<file path="config.mk">
export PLATFORM = sky130hd
export DESIGN_NAME = sbs_cell
export DESIGN_NICKNAME = d
export VERILOG_FILES = /design/src/rtl/sbs_pkg.sv /design/src/rtl/sbs_cell.sv
export SDC_FILE = /design/constraint.sdc
export NUM_CORES = 1
export LEC_CHECK = 0
export ABC_AREA = 1
export BUFFER_PORTS_ARGS = -buffer_cell sky130_fd_sc_hd__buf_2
export CELL_PAD_IN_SITES_DETAIL_PLACEMENT = 0
export CELL_PAD_IN_SITES_GLOBAL_PLACEMENT = 1
export CORE_MARGIN = 2
export CORE_UTILIZATION = 44
export CTS_CLUSTER_SIZE = 28
export DETAILED_ROUTE_END_ITERATION = 12
export HOLD_SLACK_MARGIN = 0.05
export PLACE_DENSITY_LB_ADDON = 0.3
export SETUP_SLACK_MARGIN = 0.2
export SYNTH_ARGS = -nofsm -noshare
export SYNTH_HDL_FRONTEND = slang
export SYNTH_SLANG_ARGS = --single-unit
</file>
<file path="constraint.sdc">
create_clock -name clk -period 1.9 [get_ports clk]
set_input_delay 0.095 -clock clk [delete_from_list [all_inputs] [get_ports clk]]
set_output_delay 0.095 -clock clk [all_outputs]
set_load 0.01 [all_outputs]
</file>
<file path="src/rtl/sbs_pkg.sv">
`timescale 1ns / 1ps

package sbs_pkg;

	localparam int MAX_SIGNATURES_DEF = 16;
	localparam int MAX_SIG_LEN_DEF    = 32;

	localparam logic [1:0] KIND_LOAD  = 2'd0;
	localparam logic [1:0] KIND_CLEAR = 2'd1;
	localparam logic [1:0] KIND_SCAN  = 2'd2;

	localparam logic [1:0] STATUS_CLEAN    = 2'd0;
	localparam logic [1:0] STATUS_INFECTED = 2'd1;
	localparam logic [1:0] STATUS_ERROR    = 2'd2;

	// command broadcast to every cell, qualified by the input transfer
	typedef struct packed {
		logic       load;
		logic       clear;
		logic       scan;
		logic       last;
		logic [3:0] slot;
		logic [4:0] position;
		logic [7:0] byte_value;
	} cmd_t;

	// result carry passed from cell to cell
	typedef struct packed {
		logic       any;
		logic       hit;
		logic [3:0] slot;
	} chain_t;

endpackage

</file>
<file path="src/rtl/sbs_cell.sv">
`timescale 1ns / 1ps

module sbs_cell #(
	parameter int SIG_LEN = sbs_pkg::MAX_SIG_LEN_DEF,
	parameter int INDEX   = 0
) (
	input  logic           clk,
	input  logic           arst_n,
	input  sbs_pkg::cmd_t   cmd,
	input  sbs_pkg::chain_t chain_in,
	output sbs_pkg::chain_t chain_out
);

	localparam int LW = (SIG_LEN > 1) ? $clog2(SIG_LEN) : 1;

	logic [7:0]         pat_q [SIG_LEN];
	logic [LW-1:0]      last_idx_q;
	logic               valid_q;
	logic [SIG_LEN-1:0] part_q;
	logic               seen_q;

	logic [LW-1:0]      pos_idx;
	logic               sel;
	logic [SIG_LEN-1:0] part_adv;
	logic               found;
	logic               seen_next;

	assign pos_idx = LW'(cmd.position);
	assign sel = cmd.load && (int'(cmd.slot) == INDEX) && (int'(cmd.position) < SIG_LEN);

	always_comb begin
		for (int i = 0; i < SIG_LEN; i++) begin
			if (i <= int'(last_idx_q)) begin
				part_adv[i] = ((i == 0) ? 1'b1 : part_q[(i == 0) ? 0 : i - 1])
					&& (pat_q[i] == cmd.byte_value);
			end else begin
				part_adv[i] = part_q[i];
			end
		end
	end

	assign found     = part_adv[last_idx_q];
	assign seen_next = seen_q | (cmd.scan & valid_q & found);

	always_comb begin
		chain_out.any  = chain_in.any | valid_q;
		chain_out.hit  = chain_in.hit;
		chain_out.slot = chain_in.slot;
		if (!chain_in.hit && valid_q && seen_next) begin
			chain_out.hit  = 1'b1;
			chain_out.slot = 4'(INDEX);
		end
	end

	always_ff @(posedge clk) begin
		if (sel) begin
			pat_q[pos_idx] <= cmd.byte_value;
			if (cmd.last) begin
				last_idx_q <= pos_idx;
			end
		end
	end

	always_ff @(posedge clk or negedge arst_n) begin
		if (!arst_n) begin
			valid_q <= 1'b0;
			part_q  <= '0;
			seen_q  <= 1'b0;
		end else if (cmd.clear) begin
			valid_q <= 1'b0;
			part_q  <= '0;
			seen_q  <= 1'b0;
		end else if (sel) begin
			part_q <= '0;
			seen_q <= 1'b0;
			if (cmd.last) begin
				valid_q <= 1'b1;
			end
		end else if (cmd.scan) begin
			if (cmd.last) begin
				part_q <= '0;
				seen_q <= 1'b0;
			end else if (valid_q) begin
				part_q <= part_adv;
				seen_q <= seen_next;
			end
		end
	end

endmodule

</file>
==> metrics.md <==
| Metric | Value |
|---|---|
| Initial antenna violation count | 0 |
| Longest Clk Path Bufs | 3 |
| DRT Pass-1 Iters | 6 |
| TritonCTS Buffers | 35 |
| Violated checks | negative setup slack |
| Largest net degree at the start of global routing | 40 |
| Tcrit/Tclk final | 1.491 |
| Distinct cells, synth | 36 |
| Final worst path period need | 2.833 ns |
| Clk root buf | clkbuf_16 |
| Critical Path Source | last_idx_q[1]$_DFFE_PP_ |
| Post-placement cell count | 2182 |
| Post-synth ARST share | 0.1153 |
| Element type at the critical path start | flip-flop |
| DRT iter0 DRCs | 910 |
| RSZ-0062 raised after global routing | true |
| I/O pin cnt | 35 |
| Synth warn | 0 |
| Vias per cell | around 5.0 |
| Routed WL | 41150 µm |
| TritonCTS clock tree | done |
| FILL cells | about 2800 |
| Dpl hpwl | 28490 µm |
| Ant diodes | 0 |
| Worst R2R Start | last_idx_q[1]$_DFFE_PP_ |
| Placer Congestion | ~0.9 |
| H-tree Lvls | 2 |
| Max IR drop VDD | about 700 µV |
| Vias | 11383 |
| Critical path peak fanout | 6 |
| Die width | 185.1 µm |
| Register bit total from synthesis | around 300 |
| Switch share | 0.2202 |
| Layout Nets | approximately 1800 |
| Max_slew headroom | 0.6400 |
| Seq pwr share | 0.487 |
| Grt met3 use | 0.03107 |
| Gr busiest metal | met2 |
| Mux cell area share after synthesis | 0 |
| Smallest hold slack | 0.06888 ns |
| IO Port Bufs | 34 |
| Final slew viol count | 0 |
| Area share of the largest cell type after synthesis | 0.5430 |
| Synth Instances | 1541 |
| Power Density | approximately 790 nW/µm² |
| Gr usage total | 0.2452 |
| GRT overflow | 0 |
| Fin worst setup slack | -0.9333 ns |
| WL/cell | 18.19 µm |
| Clk sinks | 295 |
| Clock share of power | 0.441 |
| WS Path Type | reg -> out |
| Final setup viols | 6 |
| Die Footprint | 34270 µm² |
| Worst R2R Path Depth | 17 |
| Met2 GRT Util | 0.4000 |
| Total core area | between 30000 and 40000 µm² |
| Finished Layout Cells | between 2000 and 2500 |
| Largest family of logic cells by synthesized area | simple AND/OR/NAND/NOR gates |
| Clock transition at path regs | 0.06 ns |
| Synth top cells by count | 468 x nand2_1, 261 x edfxtp_1, 203 x nor2_1, 162 x inv_1, 82 x nand3_1 |
| Pint | roughly 11 mW |
| Mapped Area | between 10000 and 15000 µm² |
| Worst setup path endpoint | chain_out[2] |
| Post-Synth Adder-Cell Area | 0 |
| Data arrival, critical path | 2.74 ns |
| Area Growth Syn to Fin | 26.72% |
| Max frequency | 0.3529 GHz |
| Setup Skew | 0.009735 ns |
| Sequential element share of the synthesized area | 0.6020 |
| Post-route ant nets | 0 |
| Synth area leaders | edfxtp_1 54%, nand2_1 12%, dfrtp_1 5.9% |
| Status | complete, but fails checks |
| Main synth FF type | edfxtp_1 |
| R2r setup slk | -0.53 ns |
| Critical R2R Capture | seen_q$_DFFE_PN0P_ |
| Die height | 185.1 µm |
| Layout cell share with drive strength beyond 1 | 0.2109 |
| Synth Area in Compound Gates | 0.04759 |
| Most frequent cell after synthesis | nand2_1 |
| DRC viols | 0 |
| Synth area leader | edfxtp_1 |
| Psw | 3.196 mW |
| Synth Area in Simple Gates | 0.2253 |
| Slew of the pin with the lowest slew margin | 0.5400 ns |
| Met1 GRT Util | 0.3469 |
| Pleak | 7.742 nW |
| Mean post-synth cell area | between 9 and 10 µm² |
| Crit. End Element | output port |
| Row cnt | between 60 and 70 |
| XOR/XNOR Fraction of Synth Area | 0.05583 |
| WP data required | 1.80 ns |
| Syn Nets | 1570 |
| Vias in the first global route | about 11000 |
| Starting Density | 0.4447 |
| EDFF count, synth | between 200 and 300 |
| Clk Latency, worst-skew pair | 0.51 ns |
| Final hold violations | 0 |
| HP Class | in -> reg |
| Max_cap viols | 0 |
| Combinational power share | 0.072 |
| Global-route wire length before repair | 62850 µm |
final cells by class:
cell class	instances	area, µm²	area share
Sequential cell	295	8688	0.4751
Multi-Input combinational cell	1017	4923	0.2692
Timing Repair Buffer	276	2386	0.1305
Clock buffer	47	973.4	0.05323
Inverter	174	653.1	0.03571
Tap cell	442	553.0	0.03024
Clock inverter	12	111.4	0.006089
cell usage in the layout (no fill, tap or decap), types with 3 or more instances in the layout:
cell type,instances
nand4_1,9
a21oi_1,10
nor2_2,7
o211ai_1,4
or2_2,13
o21ai_2,4
o21ai_0,52
inv_2,13
buf_4,201
xor2_1,31
xnor2_1,61
a31oi_1,3
clkinv_2,4
dfrtp_1,34
a21oi_2,8
nand3_1,76
nand3b_1,3
nor2_1,195
buf_2,32
nand3_2,6
buf_6,5
nand2_1,461
nand2_2,7
dlygate4sd3_1,10
edfxtp_1,261
nor3_2,3
a32o_1,9
nor3_1,16
o22ai_1,10
nor2_4,4
clkinv_1,5
o21ai_1,12
buf_12,28
inv_1,160
clkbuf_16,37
clkbuf_1,9
repair_timing:
action	in CTS	in global routing
buffers inserted	6	6
pin swaps	3	15
hold buffers	10	0
setup endpoints to repair	9	16
hold endpoints to repair	50	0
gates cloned	0	0
gates resized for setup	17	24
kinds of logic (layout without fill, tap and decap cells):
kind of cell              count (synthesis)  in the layout
and+or+nand+nor                         806            806
buffers and inverters                   229            509
DFF                                     295            295
xor gates and xnor gates                 92             92
AOI/OAI and AO/OA                       119            119
routing by layer:
metal | vias up | wire length [µm]
met5 | - | 0
met4 | 0 | 923
met3 | 62 | 2231
met2 | 343 | 19120
li1 | 5516 | -
met1 | 5462 | 18880
power groups by stage:
stage          clock network [mW]  registers (mW)  logic [mW]
6_report                     6.40            7.07        1.04
5_1_grt                      6.77            7.07        1.14
4_1_cts                      6.51            7.07        1.04
3_5_place_dp                    0            7.20        1.02
3_3_place_gp                    0            7.20        1.00
2_1_floorplan                   0            7.21       0.456
critical path: stages (launching register included):
cell	delay, ns
edfxtp_1	0.42
buf_4	0.16
nand2_1	0.12
inv_1	0.09
a21oi_1	0.31
buf_4	0.17
nor2_1	0.04
nand2_1	0.09
nand3_1	0.08
nand2_1	0.08
o21ai_2	0.06
nand3_1	0.07
nand2_1	0.08
nand3_2	0.11
nand2_4	0.09
a21oi_2	0.12
buf_2	0.13
flip-flops by register name, summed over array words and instances (netlist names):
signal and cells:
seen_q 1, pat_q 256, part_q 32, valid_q 1, last_idx_q 5
how the worst min path moves through the flow:
stage               startpoint                     end  slack, ns  cells past startpoint
finish                  cmd[5]   pat_q[1][5]$_DFFE_PP_       0.07                      2
global placement        arst_n  part_q[30]$_DFFE_PN0P_       0.20                      2
floorplan               arst_n   part_q[0]$_DFFE_PN0P_      -0.20                      0
CTS                     cmd[5]   pat_q[1][5]$_DFFE_PP_       0.07                      2
global route            cmd[5]   pat_q[1][5]$_DFFE_PP_       0.06                      2
detailed placement      arst_n  part_q[30]$_DFFE_PN0P_       0.20                      2
per-stage QoR:
step / util / power (mW) / setup slack, ns / setup TNS (ns) / instance area, µm²
2_1_floorplan: - / 7.662 / 0.04284 / 0 / 14500
3_3_place_gp: 0.5196 / 8.205 / -0.5906 / -3.291 / 16860
3_5_place_dp: 0.5196 / 8.219 / -0.5899 / -3.390 / 16860
4_1_cts: 0.5593 / 14.62 / -0.9511 / -5.134 / 18150
5_1_grt: 0.5635 / 14.97 / -1.108 / -6.207 / 18290
6_report: 0.5635 / 14.52 / -0.9333 / -5.175 / 18290
Power figures use the tool's default switching activity.
